`src/ppp_pkg.sv`:
```
`timescale 1ns / 1ps
// ----------------------------------------------------------------------------
// Polyline progress projector package
// Shared widths, command codes, queue item type and back end state encoding.
// ----------------------------------------------------------------------------
package ppp_pkg;

  localparam int COORD_W        = 24;
  localparam int CFG_W          = 24;
  localparam int CFG_IDX_W      = 2;
  localparam int PROG_W         = 31;
  localparam int MAX_POINTS_DEF = 64;
  localparam int FRAC_BITS      = 16;
  // Near-tie tolerance: 1e-4 m rounded to the nearest LSB.
  localparam int TIE_TOL        = ((1 << FRAC_BITS) + 5000) / 10000;

  localparam int DIFF_W = COORD_W + 1;
  localparam int PROD_W = 2 * DIFF_W;
  localparam int SUM_W  = PROD_W + 2;
  localparam int ROOT_W = SUM_W / 2;
  localparam int DIST_W = 32;

  localparam int FIFO_DEPTH = 2;
  localparam int FIFO_PTR_W = $clog2(FIFO_DEPTH);
  localparam int FIFO_CNT_W = $clog2(FIFO_DEPTH + 1);

  localparam logic [PROG_W-1:0]    PROG_MAX    = {PROG_W{1'b1}};
  localparam logic [CFG_IDX_W-1:0] REG_START_X = 2'd0;
  localparam logic [CFG_IDX_W-1:0] REG_START_Y = 2'd1;

  typedef enum logic [1:0] {
    CMD_APPEND = 2'd0,
    CMD_QUERY  = 2'd1,
    CMD_CLEAR  = 2'd2,
    CMD_NOP    = 2'd3
  } ppp_cmd_t;

  typedef struct packed {
    ppp_cmd_t                   cmd;
    logic signed [COORD_W-1:0]  x;
    logic signed [COORD_W-1:0]  y;
  } ppp_item_t;

  typedef struct packed {
    logic      valid;
    ppp_item_t item;
  } ppp_head_t;

  typedef enum logic [3:0] {
    B_IDLE,
    B_READ,
    B_LOAD,
    B_MUL,
    B_LEN_GO,
    B_LEN_WAIT,
    B_SORT,
    B_LAT_GO,
    B_LAT_WAIT,
    B_PROJ_GO,
    B_PROJ_WAIT,
    B_CROSS_GO,
    B_CROSS_WAIT,
    B_UPDATE,
    B_DONE
  } ppp_bstate_t;

endpackage

```
`src/ppp_fifo.sv`:
```
`timescale 1ns / 1ps
// ----------------------------------------------------------------------------
// Polyline progress projector command queue
// Short queue that decouples the front end from the back end.
// ----------------------------------------------------------------------------
module ppp_fifo import ppp_pkg::*; (
  input  logic      clk,
  input  logic      rst,
  input  logic      push,
  input  ppp_item_t push_item,
  output logic      full,
  input  logic      pop,
  output ppp_head_t head
);

  ppp_item_t               slots [FIFO_DEPTH];
  logic [FIFO_PTR_W-1:0]   wr_ptr;
  logic [FIFO_PTR_W-1:0]   rd_ptr;
  logic [FIFO_CNT_W-1:0]   fill;

  assign full       = (fill == FIFO_CNT_W'(FIFO_DEPTH));
  assign head.valid = (fill != '0);
  assign head.item  = slots[rd_ptr];

  always_ff @(posedge clk) begin
    if (push) begin
      slots[wr_ptr] <= push_item;
    end
  end

  always_ff @(posedge clk) begin
    if (rst) begin
      wr_ptr <= '0;
      rd_ptr <= '0;
      fill   <= '0;
    end else begin
      if (push) begin
        wr_ptr <= (wr_ptr == FIFO_PTR_W'(FIFO_DEPTH - 1)) ? '0 : wr_ptr + 1'b1;
      end
      if (pop) begin
        rd_ptr <= (rd_ptr == FIFO_PTR_W'(FIFO_DEPTH - 1)) ? '0 : rd_ptr + 1'b1;
      end
      unique case ({push, pop})
        2'b10:   fill <= fill + 1'b1;
        2'b01:   fill <= fill - 1'b1;
        default: fill <= fill;
      endcase
    end
  end

endmodule

```
`config.mk`:
```
export PLATFORM = sky130hd
export DESIGN_NAME = ppp_fifo
export DESIGN_NICKNAME = d
export VERILOG_FILES = /design/src/ppp_pkg.sv /design/src/ppp_fifo.sv
export SDC_FILE = /design/constraint.sdc
export NUM_CORES = 1
export LEC_CHECK = 0
export ABC_AREA = 1
export ABC_CLOCK_PERIOD_IN_PS = 9270
export BUFFER_PORTS_ARGS = -buffer_cell sky130_fd_sc_hd__buf_4
export CORE_UTILIZATION = 56
export CTS_CLUSTER_DIAMETER = 60
export DETAILED_ROUTE_END_ITERATION = 16
export MAX_ROUTING_LAYER = met4
export PLACE_DENSITY = 0.9
export SYNTH_ARGS = -nofsm -noshare
export SYNTH_HDL_FRONTEND = slang
export SYNTH_SLANG_ARGS = --single-unit
```
`constraint.sdc`:
```
create_clock -name clk -period 9.27 [get_ports clk]
set_input_delay 1.3905 -clock clk [delete_from_list [all_inputs] [get_ports clk]]
set_output_delay 1.3905 -clock clk [all_outputs]
set_load 0.01 [all_outputs]
```
==> metrics.txt, run 1 <==
CP arrival 1.85 ns; Comb pwr share 13.7%; Sw Share 21.1%; routed vias/inst 4.88; Synth Warn # 0; Final Setup Violations 0; Worst VDD drop 0.131 mV; Final ANT Viol Nets 0; met2 usage in global routing 31.1%; busiest grt layer met2; Starting Density 59.2%; die height 87.5 µm; Post-CTS Setup Inserts 0; Syn Area/Cell 21.6 µm²; crit path max fanout 50; initial antenna violation count 0; CTS tree yes; Clock transition at path regs 0.08 ns; I/O Pins 106; vias in the first global route 2017; clock sinks 105; CTS root buf clkbuf_8; Area growth, synth to finish 24.3%; DRT Wirelength 6420 µm; Clock power frac 27.0%; first-pass GRT wire length 9650 µm; most frequent cells in the layout buf_4 (106), edfxtp_1 (100), mux2_4 (50); core area 6910 µm²; GRT Overall Usage 18.5%; fin area 5080 µm²; Num CTS Buffers 9; dpl hpwl 4370 µm; Tmin final 3.24 ns; Buf/Inv on CP 1; leakage 2.03 nW; 1st-iter DRT viols 107; max-cap check violation count 0; Pwr per Cell Area about 190 nW/µm²; CP peak stage delay 0.95 ns; RSZ-0062 raised after global routing false; largest net degree at the start of global routing 52; crit path cell chain mux2_4, buf_4; Residual DRC 0; Slew Limit Fails 0; register bit total from synthesis 105; status complete, no violations; post-layout util 73.6%; met1 Usage GRT 20.6%; # nets final 355; worst hold margin 0.539 ns; fin crit share a little over a third; slowest CP cell dfxtp_4; num rows 30; Vias 1953; switching pwr approximately 200 µW; worst-case clock buffer depth 2; register area share after synthesis approximately three quarters; Clock Latency Late Sink around 0.35 ns; Peak Freq 0.308 GHz; n_diodes 0; Net Count, Synth 244; met3 Use GR 4.74%; hold_buf cts 0; Hold/Removal Path Class flip-flop to flip-flop; CP top delay family flip-flops; H-tree Lvls 3; internal power 753 µW; DIE WIDTH a little under 90 µm; drt first pass iters 4; die area between 7000 and 8000 µm²; Final Hold Fails 0; setup TNS 0 ns; post-synth cell types 14; most common cell after layout, fill and taps aside buf_4; Mapped Area 4090 µm²; crit path kind flip-flop to output port; average wire per standard cell around 16 µm; share of cells above drive strength 1 56.3%; CTS-repair resized insts 0; CP endpoint kind output port; port bufs 105; Cell Area, Placed slightly below 5000 µm²; Flop pwr share 59.4%; Fin Clk Skew 0.00701 ns; WP data required 7.88 ns; Slew headroom 27.8%; post-synthesis cell count 189; gr ovfl total 0; RePlAce Congestion 0.691; startpoint types flip-flop; Worst Max-Slew Pin Slew 1.08 ns
[metal layers]
metal	wire length, µm	share of wire, %
met2	3400	53
met3	358	5.6
met1	2530	39
met4	139	2.2
met5	0	0
[worst reg2reg max path, stage by stage (launching register included)]
cell,delay [ns]
dfxtp_1,0.35
nor2_4,0.58
buf_4,0.46
[cell families (layout without fill, tap and decap cells)]
family                   Yosys count  in the layout  synth area share, %
AO/OA/AOI/OAI                      2              2                0.244
flip-flops                       105            105                 75.9
multiplexers                      50             50                 18.4
buffers and inverters             13            128                 3.37
AND/OR/NAND/NOR                   17             17                 1.65
XOR/XNOR                           1              1                0.214
adder cells (fa/ha/maj)            1              1                0.306
[cell usage after synthesis]
library cell / n / area share, %
dfxtp_1: 5 / 2.4
inv_1: 7 / 0.64
edfxtp_1: 100 / 73
mux2_4: 50 / 18
buf_12: 5 / 2.4
xnor2_1: 1 / 0.21
nand2_1: 6 / 0.55
ha_1: 1 / 0.31
o21ai_0: 1 / 0.12
nand4_1: 1 / 0.15
nor2_1: 9 / 0.83
buf_6: 1 / 0.28
a21oi_1: 1 / 0.12
nor3_1: 1 / 0.12
[worst paths after layout]
path | end | slack [ns] | cells after the start | from
setup reg to reg | slots[0][13]$_DFFE_PP_ | 7.54 | 2 | wr_ptr$_SDFFE_PP0P_
hold / removal | fill[1]$_SDFFE_PP0P_ | 0.54 | 2 | fill[1]$_SDFFE_PP0P_
setup / recovery | head[5] | 6.03 | 2 | flip-flop
hold reg to reg | fill[1]$_SDFFE_PP0P_ | 0.54 | 2 | fill[1]$_SDFFE_PP0P_
[cell type report]
cell class	count	area (µm²)
multi-input cells	71	857
fillers	455	1820
clock inverters	3	42.5
clock buffers	12	135
flip-flops and latches	105	3110
repair buffers	106	796
inverters	7	26.3
well taps	96	120
[flip-flops by register name (all words and copies together) (netlist names), named ones only]
name / cells
rd_ptr: 1
fill: 2
wr_ptr: 1
slots: 100
[metrics by stage]
step / std cells / worst slack, ns / total power [mW]
4_1_cts: 400 / 6.00 / 0.966
5_1_grt: 400 / 5.93 / 0.997
3_5_place_dp: 385 / 6.32 / 0.710
6_report: 400 / 6.03 / 0.955
2_1_floorplan: 189 / 5.26 / 0.652
3_3_place_gp: 385 / 6.36 / 0.705
[power by group through the flow]
stage          registers [mW]  logic (mW)  clock network [mW]
4_1_cts                 0.567       0.132               0.266
3_3_place_gp            0.576       0.129                   0
5_1_grt                 0.570       0.140               0.287
2_1_floorplan           0.565      0.0876                   0
6_report                0.567       0.131               0.257
3_5_place_dp            0.578       0.132                   0
No activity file was read; power rests on OpenSTA's default activity.
==> inputs of run 2 (changes only) <==
Settings changed: ABC_CLOCK_PERIOD_IN_PS 9270 to 2850, CORE_UTILIZATION 56 to 47, PLACE_DENSITY 0.9 to 0.81.
Clock period 9.27 ns to 2.85 ns, I/O delays scaled along.
==> metrics.txt, run 2 (synthesized netlist as in run 1, its figures left out) <==
status complete, no violations; Biggest register slots; GRT Overall Usage 15.4% (-3.1 points); Worst Max-Slew Pin Slew 0.600 ns (-0.482 ns); Slew headroom 59.9% (+32 points); first-pass GRT wire length 9600 µm (-0.44%); Pwr per Cell Area 597 nW/µm² (+220%); average wire per standard cell 15.7 µm (-2.0%); Slew Limit Fails 0 (unchanged); CTS-repair resized insts 0 (unchanged); Final ANT Viol Nets 0 (unchanged); fin crit share 79.8%; I/O Pins 106 (unchanged); Starting Density 49.3% (-9.9 points); num rows 33 (+10%); Residual DRC 0 (unchanged); port bufs 105 (unchanged); die height 95.3 µm (+8.9%); crit path max fanout 29 (-42%); DRT Wirelength 6510 µm (+1.5%); setup TNS 0 ns (unchanged); routed vias/inst 4.80 (-1.7%); DIE WIDTH 95.3 µm (+8.9%); Post-CTS Setup Inserts 0 (unchanged); max reg flops 100 (unchanged); Worst VDD drop 0.271 mV (+110%); CP endpoint kind output port; CTS tree yes; gr ovfl total 0 (unchanged); worst-case clock buffer depth 2 (unchanged); crit path kind flip-flop to output port; Clock transition at path regs 0.10 ns (+0.02 ns); 1st-iter DRT viols 52 (-51%); startpoint types flip-flop; H-tree Lvls 3 (unchanged); Peak Freq 0.439 GHz; CTS root buf clkbuf_8; biggest regs slots: 100 flops, fill: 2 flops; max-cap check violation count 0 (unchanged); vias in the first global route 1963 (-2.7%); Area growth, synth to finish 25.6%; Worst Hold Depth 1 (-1); final setup margin 0.574 ns (-5.45 ns); # nets final 358 (+0.85%); Final Setup Violations 0 (unchanged); Tmin final 2.28 ns; worst hold margin 0.248 ns (-0.291 ns); WP data required 2.42 ns (-5.46 ns); most frequent cells in the layout buf_4 (107), edfxtp_1 (100), mux2_4 (50); clock sinks 105 (unchanged); Final Hold Fails 0 (unchanged); hold_buf cts 0 (unchanged); dpl hpwl 4420 µm (+1.1%); most common cell after layout, fill and taps aside buf_4; die area 9080 µm² (+19%); RSZ-0062 raised after global routing false; fillers 609 (+34%); CP arrival 1.85 ns (about the same); leakage 2.06 nW (+1.1%); initial antenna violation count 1 (+1); share of cells above drive strength 1 57.1% (+0.89 points); Fin Clk Skew 0.00641 ns (-0.000605 ns); RePlAce Congestion 0.721 (+4.2%); Vias 1987 (+1.7%); Hold/Removal Path Class input port to flip-flop; Clock Latency Late Sink 0.35 ns (about the same); Num CTS Buffers 9 (unchanged); largest net degree at the start of global routing 35 (-33%); Placement Setup Slack 0.928 ns (-5.39 ns); core area 8300 µm² (+20%); drt first pass iters 4 (unchanged); length in cells of the worst reg-to-reg path 3 (+1)
run 2: report_power, final:
group	switching, mW	leakage [nW]	internal, mW	total (mW)
registers	0.0450	0.981	1.78	1.83
clock network	0.475	0.0847	0.316	0.791
logic	0.177	0.990	0.273	0.450
total	0.697	2.06	2.37	3.07
run 2: through the flow:
stage	utilization (%)	std cells	power (mW)	cell area, µm²
final	61.9	414	3.07	5140
after global routing	61.9	414	3.20	5140
after CTS	61.9	413	3.11	5130
after detailed placement	59.8	397	2.32	4960
after global placement	59.8	397	2.31	4960
after floorplan	-	189	2.12	4090
run 2: critical path, cell delays in order, from the launching register on:
cell     delay (ns)
dfxtp_4        0.73
buf_12         0.28
mux2_4         0.33
buf_4          0.15
run 2: per-layer routing:
layer / vias up / share of wire (%) / GRT usage, % / wire (µm)
li1: 952 / - / - / -
met1: 961 / 40 / 17.6 / 2620
met2: 66 / 53 / 25.4 / 3460
met3: 8 / 5.4 / 3.35 / 351
met4: 0 / 1.3 / 8.33 / 85
met5: - / 0 / - / 0
run 2: layout make-up:
cell class / count / area, µm² / area share, %
diodes: 1 / 2.50 / 0.0487
clock buffers: 9 / 124 / 2.41
clock inverters: 7 / 46.3 / 0.901
inverters: 7 / 26.3 / 0.511
multi-input cells: 71 / 857 / 16.7
flip-flops and latches: 105 / 3110 / 60.5
well taps: 105 / 131 / 2.56
repair buffers: 109 / 843 / 16.4
run 2: final timing paths:
path | slack (ns) | to | from
worst max register to register | 1.25 | slots[1][11]$_DFFE_PP_ | wr_ptr$_SDFFE_PP0P_
worst min-delay path | 0.25 | slots[0][9]$_DFFE_PP_ | push_item[9]
worst max-delay path | 0.57 | head[19] | flip-flop
worst min register to register | 0.53 | fill[1]$_SDFFE_PP0P_ | fill[1]$_SDFFE_PP0P_
==> inputs of run 3 (changes only) <==
Settings changed: ABC_AREA 1 to 0, ABC_CLOCK_PERIOD_IN_PS 2850 to 1830, CORE_UTILIZATION 47 to 46.
Clock period 2.85 ns to 1.83 ns, I/O delays scaled along.
==> metrics.txt, run 3 <==
share of cells above drive strength 1 60.2% (+3.1 points); Biggest register slots; setup TNS 0 ns (unchanged); first-pass GRT wire length 9290 µm (-3.3%); crit path kind flip-flop to output port; top cell type's share of synthesized area 79.0% (+5.6 points); WP data required 1.56 ns (-0.86 ns); CP arrival 1.47 ns (-0.38 ns); CTS root buf clkbuf_8; length in cells of the worst reg-to-reg path 2 (-1); ys flop type edfxtp_1; most common cell after layout, fill and taps aside buf_4; die height 92.9 µm (-2.5%); Synth Warn # 0 (unchanged); worst-case clock buffer depth 2 (unchanged); CP endpoint kind output port; DRT Wirelength 6260 µm (-4.0%); average wire per standard cell 15.6 µm (-0.86%); hold_buf cts 0 (unchanged); Num CTS Buffers 9 (unchanged); Starting Density 48.5% (-0.83 points); 1st-iter DRT viols 61 (+17%); max-cap check violation count 0 (unchanged); RePlAce Congestion 0.672 (-6.7%); port bufs 105 (unchanged); synth top area cells edfxtp_1 (79%), mux2_2 (15%), dfxtp_1 (2.6%); post-layout util 63.7% (+1.8 points); most common cell in the netlist edfxtp_1; Clock transition at path regs 0.09 ns (about the same); routed vias/inst 4.93 (+2.7%); n_diodes 0 (-1); crit path cell chain buf_8, mux2_2, buf_4; Vias 1977 (-0.50%); H-tree Lvls 3 (unchanged); leakage 1.87 nW (-8.8%); Syn Area/Cell 21.4 µm² (-1.3%); CP top delay family flip-flops; DIE WIDTH 92.9 µm (-2.5%); status complete, no violations; biggest regs slots: 100 flops, fill: 2 flops; Slew headroom 74.3% (+14 points); num rows 32 (-3.0%); Synth area leader edfxtp_1; gr ovfl total 0 (unchanged); largest net degree at the start of global routing 30 (-14%); slowest CP cell dfxtp_2; Pwr Total 5.15 mW (+68%); fin crit share 95.1%; EDFF count, synth 100 (unchanged); Worst Max-Slew Pin Slew 0.385 ns (-0.215 ns); die area 8630 µm² (-4.9%); synth cell count leaders edfxtp_1 (100), mux2_2 (50), buf_2 (5), dfxtp_1 (5), nor2_1 (5); Final Setup Violations 0 (unchanged); CTS tree yes; initial antenna violation count 0 (-1); register bit total from synthesis 105 (unchanged); drt first pass iters 4 (unchanged); Mapped Area 3800 µm² (-7.0%); vias in the first global route 1985 (+1.1%); Residual DRC 0 (unchanged); max reg flops 100 (unchanged); dpl hpwl 4230 µm (-4.4%); clock sinks 105 (unchanged); Pwr per Cell Area 1030 nW/µm² (+73%); Tmin final 1.74 ns; GRT Overall Usage 15.2% (-0.18 points); RSZ-0062 raised after global routing false; crit path max fanout 22 (-24%); most frequent cells in the layout buf_4 (109), edfxtp_1 (100), mux2_2 (50); Worst VDD drop 0.660 mV (+140%); startpoint types flip-flop; Worst Hold Depth 1 (unchanged); Fin Clk Skew 0.00733 ns (+0.000925 ns); Worst path depth 3 (unchanged); CP peak stage delay 0.38 ns (-0.35 ns); Clock Latency Late Sink 0.36 ns (about the same); Final ANT Viol Nets 0 (unchanged); Hold/Removal Path Class input port to flip-flop; post-synth cell types 16 (+2); Area growth, synth to finish 31.5%; Peak Freq 0.575 GHz; asr flop ratio synth 0% (unchanged); I/O Pins 106 (unchanged); core area 7850 µm² (-5.4%); register area share after synthesis 81.6% (+5.7 points); # nets final 349 (-2.5%); Slew Limit Fails 0 (unchanged); post-synthesis cell count 178 (-5.8%); Final Hold Fails 0 (unchanged); Net Count, Synth 233 (-4.5%); Buf/Inv on CP 2 (unchanged)
[run 3: cell types whose count changed in the layout (fill, tap and decap cells not counted), sizes merged, moves of 3 or more]
cell    change
inv         -7
clkinv      -3
bufinv      +3
nor2        -4
nand2       -6
[run 3: cell families after synthesis]
family / after synthesis / synth area share [%]
flip-flops: 105 / 81.6
multiplexers: 50 / 14.8
AND/OR/NAND/NOR: 9 / 1.22
buffers and inverters: 7 / 0.855
XOR/XNOR: 4 / 0.922
AO/OA/AOI/OAI: 2 / 0.263
adder cells (fa/ha/maj): 1 / 0.329
[run 3: layer usage]
layer  up-vias  routed length [µm]  GRT usage [%]
met4         0                 197           9.49
met2        63                3270           25.3
met1       976                2480           16.8
li1        923                   -              -
met3        15                 309           3.04
met5         -                   0              -
[run 3: worst reg2reg max path, delay by kind of cell (launching register included)]
family / cells / cell delay, ns
flops: 1 / 0.42
buf+inv: 1 / 0.35
simple gates: 1 / 0.18
[run 3: power by group]
part           switching [mW]  internal (mW)  total, mW
Combinational           0.303          0.386      0.689
Sequential             0.0410           2.80       2.84
Clock                   0.721          0.902       1.62
[run 3: area by class of cell]
class	count	area, µm²
clock buffer	10	128
clock inverter	6	106
fill	581	2850
inverter	1	3.75
multi-input combinational	66	676
sequential	105	3100
tap	102	128
timing repair buffer	111	853
[run 3: path summary, 6_finish.rpt]
path                         from                     end  slack, ns
max                     flip-flop                head[26]       0.09
min                 push_item[11]  slots[0][11]$_DFFE_PP_       0.09
max reg2reg   wr_ptr$_SDFFE_PP0P_  slots[1][45]$_DFFE_PP_       0.53
min reg2reg  fill[1]$_SDFFE_PP0P_    fill[1]$_SDFFE_PP0P_       0.50
[run 3: repair_timing]
action | 4_1_cts | 5_1_grt
setup endpoints to repair | 22 | 2
buffers inserted | 0 | 0
pin swaps | 0 | 0
gates resized for setup | 1 | 1
[run 3: through the flow]
step                setup slack (ns)  hold WS (ns)  cell area (µm²)  instances
floorplan                      0.322         0.344             3810        178
global placement               0.377         0.460             4760        385
detailed placement             0.370         0.462             4760        385
CTS                           0.0309        0.0748             4990        401
global route                  0.0173        0.0743             5000        401
finish                        0.0897        0.0940             5000        401
